[src/rtl/sm83alu_pkg.sv]
// ----------------------------------------------------------------------------
// sm83alu_pkg
// Operation codes and stage records shared by the SM83 ALU pipeline.
// ----------------------------------------------------------------------------
package sm83alu_pkg;

    localparam int ModeW = 5;

    localparam logic [ModeW-1:0] M_ADD    = 5'd0;
    localparam logic [ModeW-1:0] M_ADC    = 5'd1;
    localparam logic [ModeW-1:0] M_SUB    = 5'd2;
    localparam logic [ModeW-1:0] M_SBC    = 5'd3;
    localparam logic [ModeW-1:0] M_AND    = 5'd4;
    localparam logic [ModeW-1:0] M_XOR    = 5'd5;
    localparam logic [ModeW-1:0] M_OR     = 5'd6;
    localparam logic [ModeW-1:0] M_CP     = 5'd7;
    localparam logic [ModeW-1:0] M_INC    = 5'd8;
    localparam logic [ModeW-1:0] M_DEC    = 5'd9;
    localparam logic [ModeW-1:0] M_DAA    = 5'd10;
    localparam logic [ModeW-1:0] M_CPL    = 5'd11;
    localparam logic [ModeW-1:0] M_SCF    = 5'd12;
    localparam logic [ModeW-1:0] M_CCF    = 5'd13;
    localparam logic [ModeW-1:0] M_RLC    = 5'd14;
    localparam logic [ModeW-1:0] M_RRC    = 5'd15;
    localparam logic [ModeW-1:0] M_RL     = 5'd16;
    localparam logic [ModeW-1:0] M_RR     = 5'd17;
    localparam logic [ModeW-1:0] M_SLA    = 5'd18;
    localparam logic [ModeW-1:0] M_SRA    = 5'd19;
    localparam logic [ModeW-1:0] M_SWAP   = 5'd20;
    localparam logic [ModeW-1:0] M_SRL    = 5'd21;
    localparam logic [ModeW-1:0] M_BIT    = 5'd22;
    localparam logic [ModeW-1:0] M_RES    = 5'd23;
    localparam logic [ModeW-1:0] M_SET    = 5'd24;
    localparam logic [ModeW-1:0] M_RLCA   = 5'd25;
    localparam logic [ModeW-1:0] M_RRCA   = 5'd26;
    localparam logic [ModeW-1:0] M_RLA    = 5'd27;
    localparam logic [ModeW-1:0] M_RRA    = 5'd28;
    localparam logic [ModeW-1:0] M_ADD16  = 5'd29;
    localparam logic [ModeW-1:0] M_ADDSP  = 5'd30;

    localparam logic [7:0] DAA_HI_ADJ = 8'h60;
    localparam logic [7:0] DAA_LO_ADJ = 8'h06;
    localparam logic [7:0] DAA_HI_LIM = 8'h99;
    localparam logic [3:0] DAA_LO_LIM = 4'h9;

    // operands plus nibble-level carries worked out on entry
    typedef struct packed {
        logic [ModeW-1:0] mode;
        logic [7:0]       a;
        logic [7:0]       b;
        logic [15:0]      wa;
        logic [15:0]      wb;
        logic [2:0]       bi;
        logic             z;
        logic             n;
        logic             h;
        logic             c;
        logic             cin;
        logic             half_add;
        logic             half_sub;
        logic             half_16;
        logic             half_sp;
    } t_s1;

    // result with flags; zero flag still pending a test of zbyte
    typedef struct packed {
        logic [7:0]  res;
        logic [15:0] word;
        logic        wr;
        logic [7:0]  zbyte;
        logic        ztest;
        logic        zval;
        logic        n;
        logic        h;
        logic        c;
    } t_s2;

endpackage

[src/rtl/sm83alu_exec.sv]
// ----------------------------------------------------------------------------
// sm83alu_exec
// Middle stage logic: byte and word results and the N/H/C flags per mode.
// ----------------------------------------------------------------------------
module sm83alu_exec
    import sm83alu_pkg::*;
(
    input  t_s1 i_s1,
    output t_s2 o_s2
);

    logic [8:0]  sum9;
    logic [8:0]  diff9;
    logic [16:0] sum17;
    logic [15:0] sp_word;
    logic [8:0]  sp_lo;
    logic [7:0]  bit_mask;
    logic        daa_hi;
    logic        daa_lo;
    logic [7:0]  daa_add;
    logic [7:0]  daa_sub;

    assign sum9    = {1'b0, i_s1.a} + {1'b0, i_s1.b} + {8'b0, i_s1.cin};
    assign diff9   = {1'b0, i_s1.a} - {1'b0, i_s1.b} - {8'b0, i_s1.cin};
    assign sum17   = {1'b0, i_s1.wa} + {1'b0, i_s1.wb};
    assign sp_word = i_s1.wa + {{8{i_s1.b[7]}}, i_s1.b};
    assign sp_lo   = {1'b0, i_s1.wa[7:0]} + {1'b0, i_s1.b};
    assign bit_mask = 8'b1 << i_s1.bi;

    // decimal adjust; after an add the low-nibble test sees a[3:0] since +0x60
    // leaves the low nibble alone
    assign daa_hi  = i_s1.c || (i_s1.a > DAA_HI_LIM);
    assign daa_lo  = i_s1.h || (i_s1.a[3:0] > DAA_LO_LIM);
    assign daa_add = i_s1.a + (daa_hi ? DAA_HI_ADJ : 8'h00) + (daa_lo ? DAA_LO_ADJ : 8'h00);
    assign daa_sub = i_s1.a - (i_s1.c ? DAA_HI_ADJ : 8'h00) - (i_s1.h ? DAA_LO_ADJ : 8'h00);

    always_comb begin
        o_s2.res   = i_s1.a;
        o_s2.word  = 16'h0000;
        o_s2.wr    = 1'b1;
        o_s2.ztest = 1'b1;
        o_s2.zval  = i_s1.z;
        o_s2.n     = i_s1.n;
        o_s2.h     = i_s1.h;
        o_s2.c     = i_s1.c;
        unique case (i_s1.mode) inside
            M_ADD, M_ADC: begin
                o_s2.res = sum9[7:0];
                o_s2.c   = sum9[8];
                o_s2.h   = i_s1.half_add;
                o_s2.n   = 1'b0;
            end
            M_SUB, M_SBC: begin
                o_s2.res = diff9[7:0];
                o_s2.c   = diff9[8];
                o_s2.h   = i_s1.half_sub;
                o_s2.n   = 1'b1;
            end
            M_CP: begin
                o_s2.c  = diff9[8];
                o_s2.h  = i_s1.half_sub;
                o_s2.n  = 1'b1;
                o_s2.wr = 1'b0;
            end
            M_AND: begin
                o_s2.res = i_s1.a & i_s1.b;
                o_s2.n = 1'b0; o_s2.h = 1'b1; o_s2.c = 1'b0;
            end
            M_XOR: begin
                o_s2.res = i_s1.a ^ i_s1.b;
                o_s2.n = 1'b0; o_s2.h = 1'b0; o_s2.c = 1'b0;
            end
            M_OR: begin
                o_s2.res = i_s1.a | i_s1.b;
                o_s2.n = 1'b0; o_s2.h = 1'b0; o_s2.c = 1'b0;
            end
            M_INC: begin
                o_s2.res = i_s1.a + 8'd1;
                o_s2.h   = (i_s1.a[3:0] == 4'hf);
                o_s2.n   = 1'b0;
            end
            M_DEC: begin
                o_s2.res = i_s1.a - 8'd1;
                o_s2.h   = (i_s1.a[3:0] == 4'h0);
                o_s2.n   = 1'b1;
            end
            M_DAA: begin
                if (!i_s1.n) begin
                    o_s2.res = daa_add;
                    o_s2.c   = daa_hi;
                end else begin
                    o_s2.res = daa_sub;
                end
                o_s2.h = 1'b0;
            end
            M_CPL: begin
                o_s2.res   = ~i_s1.a;
                o_s2.n     = 1'b1;
                o_s2.h     = 1'b1;
                o_s2.ztest = 1'b0;
            end
            M_SCF, M_CCF: begin
                o_s2.c     = (i_s1.mode == M_SCF) ? 1'b1 : ~i_s1.c;
                o_s2.n     = 1'b0;
                o_s2.h     = 1'b0;
                o_s2.wr    = 1'b0;
                o_s2.ztest = 1'b0;
            end
            M_RLC, M_RLCA: begin
                o_s2.res = {i_s1.a[6:0], i_s1.a[7]};
                o_s2.c = i_s1.a[7]; o_s2.n = 1'b0; o_s2.h = 1'b0;
            end
            M_RRC, M_RRCA: begin
                o_s2.res = {i_s1.a[0], i_s1.a[7:1]};
                o_s2.c = i_s1.a[0]; o_s2.n = 1'b0; o_s2.h = 1'b0;
            end
            M_RL, M_RLA: begin
                o_s2.res = {i_s1.a[6:0], i_s1.c};
                o_s2.c = i_s1.a[7]; o_s2.n = 1'b0; o_s2.h = 1'b0;
            end
            M_RR, M_RRA: begin
                o_s2.res = {i_s1.c, i_s1.a[7:1]};
                o_s2.c = i_s1.a[0]; o_s2.n = 1'b0; o_s2.h = 1'b0;
            end
            M_SLA: begin
                o_s2.res = {i_s1.a[6:0], 1'b0};
                o_s2.c = i_s1.a[7]; o_s2.n = 1'b0; o_s2.h = 1'b0;
            end
            M_SRA: begin
                o_s2.res = {i_s1.a[7], i_s1.a[7:1]};
                o_s2.c = i_s1.a[0]; o_s2.n = 1'b0; o_s2.h = 1'b0;
            end
            M_SWAP: begin
                o_s2.res = {i_s1.a[3:0], i_s1.a[7:4]};
                o_s2.c = 1'b0; o_s2.n = 1'b0; o_s2.h = 1'b0;
            end
            M_SRL: begin
                o_s2.res = {1'b0, i_s1.a[7:1]};
                o_s2.c = i_s1.a[0]; o_s2.n = 1'b0; o_s2.h = 1'b0;
            end
            M_BIT: begin
                o_s2.zval  = ~|(i_s1.a & bit_mask);
                o_s2.ztest = 1'b0;
                o_s2.n     = 1'b0;
                o_s2.h     = 1'b1;
                o_s2.wr    = 1'b0;
            end
            M_RES: begin
                o_s2.res   = i_s1.a & ~bit_mask;
                o_s2.ztest = 1'b0;
            end
            M_SET: begin
                o_s2.res   = i_s1.a | bit_mask;
                o_s2.ztest = 1'b0;
            end
            M_ADD16: begin
                o_s2.res   = 8'h00;
                o_s2.word  = sum17[15:0];
                o_s2.c     = sum17[16];
                o_s2.h     = i_s1.half_16;
                o_s2.n     = 1'b0;
                o_s2.ztest = 1'b0;
            end
            M_ADDSP: begin
                o_s2.res   = 8'h00;
                o_s2.word  = sp_word;
                o_s2.c     = sp_lo[8];
                o_s2.h     = i_s1.half_sp;
                o_s2.n     = 1'b0;
                o_s2.zval  = 1'b0;
                o_s2.ztest = 1'b0;
            end
            default: begin
                o_s2.wr    = 1'b0;
                o_s2.ztest = 1'b0;
            end
        endcase
        // accumulator rotates never set Z
        if (i_s1.mode == M_RLCA || i_s1.mode == M_RRCA ||
            i_s1.mode == M_RLA || i_s1.mode == M_RRA) begin
            o_s2.ztest = 1'b0;
            o_s2.zval  = 1'b0;
        end
        // cp tests the difference but returns operand a
        o_s2.zbyte = (i_s1.mode == M_CP) ? diff9[7:0] : o_s2.res;
    end

endmodule

[src/rtl/sm83_alu_with_flags.sv]
// ----------------------------------------------------------------------------
// sm83_alu_with_flags
// Three-stage pipelined SM83 ALU: byte/word result and Z/N/H/C flags.
// ----------------------------------------------------------------------------
//  channel | valid   | ready   | payload
//  --------+---------+---------+------------------------------------------------
//  input   | i_valid | o_ready | i_mode, i_operand_a/b, i_word_a/b, i_bit_index,
//          |         |         | i_zero_in, i_negative_in, i_half_in, i_carry_in
//  output  | o_valid | i_ready | o_byte_result, o_word_result, o_writes_back,
//          |         |         | o_zero_out, o_negative_out, o_half_out, o_carry_out
//
//  One beat per cycle in and out while i_ready is high; the stages are entry, execute, zero test.
//  The stage-2 adders and the decimal adjust set the longest path.
//  Stalls on the output back up stage by stage; bubbles are filled, so
//  o_ready drops only when all three stages hold a beat and i_ready is low.
//  Reset (synchronous, active low) clears the stage valid bits only.
// ----------------------------------------------------------------------------
module sm83_alu_with_flags
    import sm83alu_pkg::*;
(
    input  logic              i_clk,
    input  logic              i_rst_n,
    input  logic              i_valid,
    output logic              o_ready,
    input  logic [ModeW-1:0]  i_mode,
    input  logic [7:0]        i_operand_a,
    input  logic [7:0]        i_operand_b,
    input  logic [15:0]       i_word_a,
    input  logic [15:0]       i_word_b,
    input  logic [2:0]        i_bit_index,
    input  logic              i_zero_in,
    input  logic              i_negative_in,
    input  logic              i_half_in,
    input  logic              i_carry_in,
    output logic              o_valid,
    input  logic              i_ready,
    output logic [7:0]        o_byte_result,
    output logic [15:0]       o_word_result,
    output logic              o_writes_back,
    output logic              o_zero_out,
    output logic              o_negative_out,
    output logic              o_half_out,
    output logic              o_carry_out
);

    logic r_v1, r_v2, r_v3;
    t_s1  r_s1, n_s1;
    t_s2  r_s2, n_s2;
    logic [7:0]  r_byte;
    logic [15:0] r_word;
    logic        r_wr, r_z, r_n, r_h, r_c;
    logic        en1, en2, en3;
    logic        cin_in;
    logic [4:0]  lo_add;
    logic [4:0]  lo_sub;
    logic [12:0] lo_16;
    logic [4:0]  lo_sp;

    assign en3 = !r_v3 || i_ready;
    assign en2 = !r_v2 || en3;
    assign en1 = !r_v1 || en2;
    assign o_ready = en1;

    // carry into the byte adders only for adc and sbc
    assign cin_in = i_carry_in && (i_mode == M_ADC || i_mode == M_SBC);

    // entry stage: nibble carries
    always_comb begin
        n_s1.mode = i_mode;
        n_s1.a    = i_operand_a;
        n_s1.b    = i_operand_b;
        n_s1.wa   = i_word_a;
        n_s1.wb   = i_word_b;
        n_s1.bi   = i_bit_index;
        n_s1.z    = i_zero_in;
        n_s1.n    = i_negative_in;
        n_s1.h    = i_half_in;
        n_s1.c    = i_carry_in;
        n_s1.cin  = cin_in;
        n_s1.half_add = lo_add[4];
        n_s1.half_sub = lo_sub[4];
        n_s1.half_16  = lo_16[12];
        n_s1.half_sp  = lo_sp[4];
    end

    assign lo_add = {1'b0, i_operand_a[3:0]} + {1'b0, i_operand_b[3:0]} + {4'b0, cin_in};
    assign lo_sub = {1'b0, i_operand_a[3:0]} - {1'b0, i_operand_b[3:0]} - {4'b0, cin_in};
    assign lo_16  = {1'b0, i_word_a[11:0]} + {1'b0, i_word_b[11:0]};
    assign lo_sp  = {1'b0, i_word_a[3:0]} + {1'b0, i_operand_b[3:0]};

    sm83alu_exec u_exec (
        .i_s1 (r_s1),
        .o_s2 (n_s2)
    );

    always_ff @(posedge i_clk) begin
        if (!i_rst_n) begin
            r_v1 <= 1'b0;
            r_v2 <= 1'b0;
            r_v3 <= 1'b0;
        end else begin
            if (en1) begin
                r_v1 <= i_valid;
            end
            if (en2) begin
                r_v2 <= r_v1;
            end
            if (en3) begin
                r_v3 <= r_v2;
            end
        end
    end

    always_ff @(posedge i_clk) begin
        if (en1) begin
            r_s1 <= n_s1;
        end
        if (en2) begin
            r_s2 <= n_s2;
        end
        if (en3) begin
            r_byte <= r_s2.res;
            r_word <= r_s2.word;
            r_wr   <= r_s2.wr;
            r_z    <= r_s2.ztest ? (r_s2.zbyte == 8'h00) : r_s2.zval;
            r_n    <= r_s2.n;
            r_h    <= r_s2.h;
            r_c    <= r_s2.c;
        end
    end

    assign o_valid        = r_v3;
    assign o_byte_result  = r_byte;
    assign o_word_result  = r_word;
    assign o_writes_back  = r_wr;
    assign o_zero_out     = r_z;
    assign o_negative_out = r_n;
    assign o_half_out     = r_h;
    assign o_carry_out    = r_c;

    // an accepted beat with the sink ready passes the entry, execute and zero-test registers to the output
    a_latency: assert property (@(posedge i_clk) disable iff (!i_rst_n)
        (i_valid && o_ready) ##1 i_ready ##1 i_ready |=> o_valid)
        else $error("beat did not reach output after three free cycles");

    // input is refused only when the output holds a beat the sink has not taken
    a_backpressure: assert property (@(posedge i_clk) disable iff (!i_rst_n)
        !o_ready |-> (o_valid && !i_ready))
        else $error("input stalled with room in the pipeline");

    // word and byte results never both carry data
    a_result_split: assert property (@(posedge i_clk) disable iff (!i_rst_n)
        (o_valid && o_word_result != 16'h0000) |-> (o_byte_result == 8'h00))
        else $error("word result alongside nonzero byte result");

endmodule
[config.mk]
export PLATFORM = sky130hd
export DESIGN_NAME = sm83_alu_with_flags
export DESIGN_NICKNAME = d
export VERILOG_FILES = /design/src/rtl/sm83alu_pkg.sv /design/src/rtl/sm83alu_exec.sv /design/src/rtl/sm83_alu_with_flags.sv
export SDC_FILE = /design/constraint.sdc
export NUM_CORES = 1
export LEC_CHECK = 0
export ABC_AREA = 0
export BUFFER_PORTS_ARGS = -buffer_cell sky130_fd_sc_hd__buf_2
export CAP_MARGIN = 20
export CORE_ASPECT_RATIO = 0.7
export CORE_MARGIN = 4
export CORE_UTILIZATION = 55
export CTS_BUF_LIST = sky130_fd_sc_hd__clkbuf_4 sky130_fd_sc_hd__clkbuf_8 sky130_fd_sc_hd__clkbuf_16
export CTS_CLUSTER_DIAMETER = 40
export DETAILED_ROUTE_END_ITERATION = 12
export PLACE_DENSITY_LB_ADDON = 0.08
export SLEW_MARGIN = 5
export SYNTH_ARGS = -nofsm -noshare
export SYNTH_HDL_FRONTEND = slang
export SYNTH_SLANG_ARGS = --single-unit
[constraint.sdc]
create_clock -name i_clk -period 8.65 [get_ports i_clk]
set_input_delay 1.2975 -clock i_clk [delete_from_list [all_inputs] [get_ports i_clk]]
set_output_delay 1.2975 -clock i_clk [all_outputs]
set_load 0.005 [all_outputs]
==> summary.txt <==
Synth
  – Cell taking the most area after synthesis: edfxtp_1
  – Synth Register Bits: 135
  – Ys Warns: 0
  – Top-count cell post-synth: edfxtp_1
  – Post-synth top area share: 41.1%
  – Prevailing post-synth register cell: edfxtp_1
  – Netlist cell types: 82
  – Synthesized area: 9640 um^2
  – Net count after synthesis: 1111
  – Synth top cells by count: edfxtp_1, ha_1, nand2_1
  – Synth area leaders: edfxtp_1, ha_1, a21oi_1, nand2_1, o21ai_0
  – Syn avg cell area: 10.2 um^2
  – Synth Instances: 941
  – Seq/Total Area, Yosys: 41.7%
  – Post-synth EDFFs: 132
  – Post-synth ARST share: 0%

Place
  – Dpl ws: 4.70 ns
  – Hpwl dp: 22500 um
  – Port buffer count: 94
  – Dpl cells: 1243
  – Routability congestion estimate: 1.05

Hold path
  – Hold Path Origin: r_s2[21]$_DFFE_PP_
  – Hold/Removal Path Class: reg2reg
  – Hold Path Stages: 0
  – Worst hold endpoint: o_word_result[7]$_DFFE_PP_

STA
  – Worst Tran Pin Value: 0.866 ns
  – FMAX: 0.232 GHz
  – Final Hold Fails: 0
  – Fin Clk Skew: 0.0117 ns
  – Final min period: 4.32 ns
  – Final worst setup slack: 4.33 ns
  – Max_slew headroom: 40.7%
  – RSZ-0062 raised after global routing: false
  – Slew Limit Fails: 0
  – Tcrit/Tclk final: 49.9%
  – TNS Setup: 0 ns
  – Setup violations, final: 0

Final layout
  – Layout cells sized above 1: 15.5%
  – Finished Core Util: 63.9%
  – Post-layout nets: 1203
  – Layout area overhead: 13.9%
  – Finished Layout Cells: 1278

Power
  – VDD IR max: 122 uV
  – Int Pwr: 1.38 mW
  – Clk pwr share: 38.7%
  – Logic pwr share: 19.8%
  – Total chip power: 1.96 mW
  – Seq pwr share: 41.6%
  – Cell Pwr Density: 179 nW/um^2
  – Leak pwr: 4.61 nW
  – Switching Fraction: 29.6%
  – Psw: 0.581 mW

Clocking
  – TritonCTS Buffers: 17
  – CTS tree: yes
  – Skew-Pair Late Insertion Delay: 0.42 ns
  – Setup bufs post-CTS: 0
  – CTS resizes: 0
  – Clock slew at reported path FFs: 0.07 ns
  – CTS Hold Bufs: 0
  – H-tree level count: 4
  – Clock tree sinks: 135
  – Root Driver: clkbuf_16
  – Clock Path Buffers: 2

Die
  – Die width: 166 um
  – DIE HEIGHT: 119 um
  – Initial core utilization: 56.2%
  – I/O pin cnt: 95
  – Die area: 19700 um^2
  – Core area: 17200 um^2
  – Row count: 40

Global routing
  – GR Util All Layers: 29.7%
  – Vias in the first global route: 7433
  – Global-route wire length before repair: 44900 um
  – Initial antenna violation count: 1
  – Largest net degree at the start of global routing: 44
  – Grt total ovfl: 0

Routing
  – Initial DRC count: 1010
  – Wire length per cell: 23.2 um
  – DR pass1 iterations: 5
  – Final ANT Viol Nets: 0
  – Vias: 8147
  – DR DRC count: 0
  – Post-DR vias/cell: 6.37
  – Final wirelength: 29700 um

Critical path
  – R2R Path End: r_s2[8]$_DFFE_PP_
  – R2r setup slk: 4.33 ns
  – Setup CP Type: reg2reg
  – FF-to-FF Start: r_s1[52]$_DFFE_PP_
  – Crit path DAT: 4.50 ns
  – Worst-path fanout max: 13
  – Startpoint type of the worst setup path: flop
  – Reg2Reg Depth: 13
  – CP endpoint kind: flop
  – Req. time, crit path: 8.83 ns

Run status
  – Status: complete, no violations

Job
  – Max-cap violations: 0
==> cell usage in the layout, fill, tap and decap left out, types with 6 or more instances in the layout <==
cell | synthesis | layout
o2111ai_1 | 8 | 8
fa_1 | 8 | 8
clkbuf_16 | 0 | 17
mux2i_1 | 9 | 9
nor2_1 | 55 | 55
buf_4 | 8 | 13
ha_1 | 98 | 98
xnor2_1 | 24 | 24
nor3b_1 | 7 | 7
o32ai_1 | 6 | 6
nor2b_1 | 21 | 21
o21ai_0 | 51 | 51
nand3_1 | 22 | 21
nand2b_1 | 15 | 15
nor3_1 | 24 | 24
a211oi_1 | 12 | 12
a21o_1 | 17 | 17
xor2_1 | 24 | 24
a221oi_1 | 6 | 6
buf_2 | 13 | 95
nor4_1 | 10 | 10
a32oi_1 | 6 | 6
o22ai_1 | 15 | 15
nand3b_1 | 7 | 7
mux2_2 | 6 | 6
inv_1 | 55 | 55
edfxtp_1 | 132 | 132
a21oi_1 | 61 | 61
nand4_1 | 6 | 6
nand2_1 | 71 | 71
o21a_1 | 12 | 12
a31oi_1 | 6 | 6
==> registers in the layout, indices dropped and copies added (netlist names) <==
signal	count
r_s1	65
r_s2	38
o_word_result	16
o_byte_result	8
o_carry_out	1
o_half_out	1
o_negative_out	1
o_valid	1
o_writes_back	1
o_zero_out	1
r_v1	1
r_v2	1
==> worst max-delay path: stages, from the launching register on <==
cell and delay [ns]:
edfxtp_1 0.64, inv_1 0.33, ha_1 0.18, o21ai_0 0.11, a21o_1 0.26, ha_1 0.23, fa_1 0.40, xnor2_1 0.14
nor2_1 0.06, a21oi_1 0.17, nor2_1 0.09, a2111oi_0 0.76, nand4_1 0.35, mux2_2 0.36
==> logic make-up (layout without fill, tap and decap cells) <==
logic type,Yosys count,in the layout,share of synthesized area [%]
buffers and inverters,94,199,4.14
adder cells (fa/ha/maj),106,106,14.4
multiplexers,15,15,1.64
AND/OR/NAND/NOR,275,275,14.8
XOR/XNOR,48,48,4.36
flip-flops,135,135,41.7
other,0,1,0
AO/OA/AOI/OAI,268,268,19.0
==> power groups by stage <==
stage,Sequential [mW],Clock [mW],Combinational (mW)
floorplan,0.812,0,0.257
global placement,0.825,0,0.366
detailed placement,0.827,0,0.372
CTS,0.814,0.769,0.376
global route,0.819,0.805,0.424
finish,0.815,0.758,0.388
==> layout make-up <==
class / instances / area (um^2)
diodes: 1 / 2.50
clock buffers: 18 / 439
clock inverters: 14 / 175
fillers: 1416 / 6190
inverters: 58 / 218
multi-input cells: 712 / 5230
flip-flops and latches: 135 / 4020
well taps: 231 / 289
repair buffers: 109 / 601
==> stage by stage <==
step           hold WS (ns)  area, um^2
6_report              0.419       11000
5_1_grt               0.430       11000
4_1_cts               0.420       10900
3_5_place_dp          0.405       10300
3_3_place_gp          0.401       10300
2_1_floorplan         0.400        9640
==> metal layers <==
layer	wire length (um)	global-route usage, %
met5	16	0
met4	539	6.64
met3	3830	10.7
met2	11300	37.8
met1	14000	47.2
==> worst max path at each step <==
| stage | startpoint | to | slack, ns | cells after the start |
|---|---|---|---|---|
| 2_1_floorplan | i_ready | o_ready | 4.27 | 2 |
| 3_3_place_gp | r_s1[52]$_DFFE_PP_ | r_s2[8]$_DFFE_PP_ | 4.74 | 13 |
| 3_5_place_dp | r_s1[52]$_DFFE_PP_ | r_s2[8]$_DFFE_PP_ | 4.70 | 13 |
| 4_1_cts | r_s1[52]$_DFFE_PP_ | r_s2[8]$_DFFE_PP_ | 4.69 | 13 |
| 5_1_grt | r_s1[64]$_DFFE_PP_ | r_s2[36]$_DFFE_PP_ | 4.29 | 12 |
| 6_report | r_s1[52]$_DFFE_PP_ | r_s2[8]$_DFFE_PP_ | 4.33 | 13 |
(Power assumes the default switching activity.)
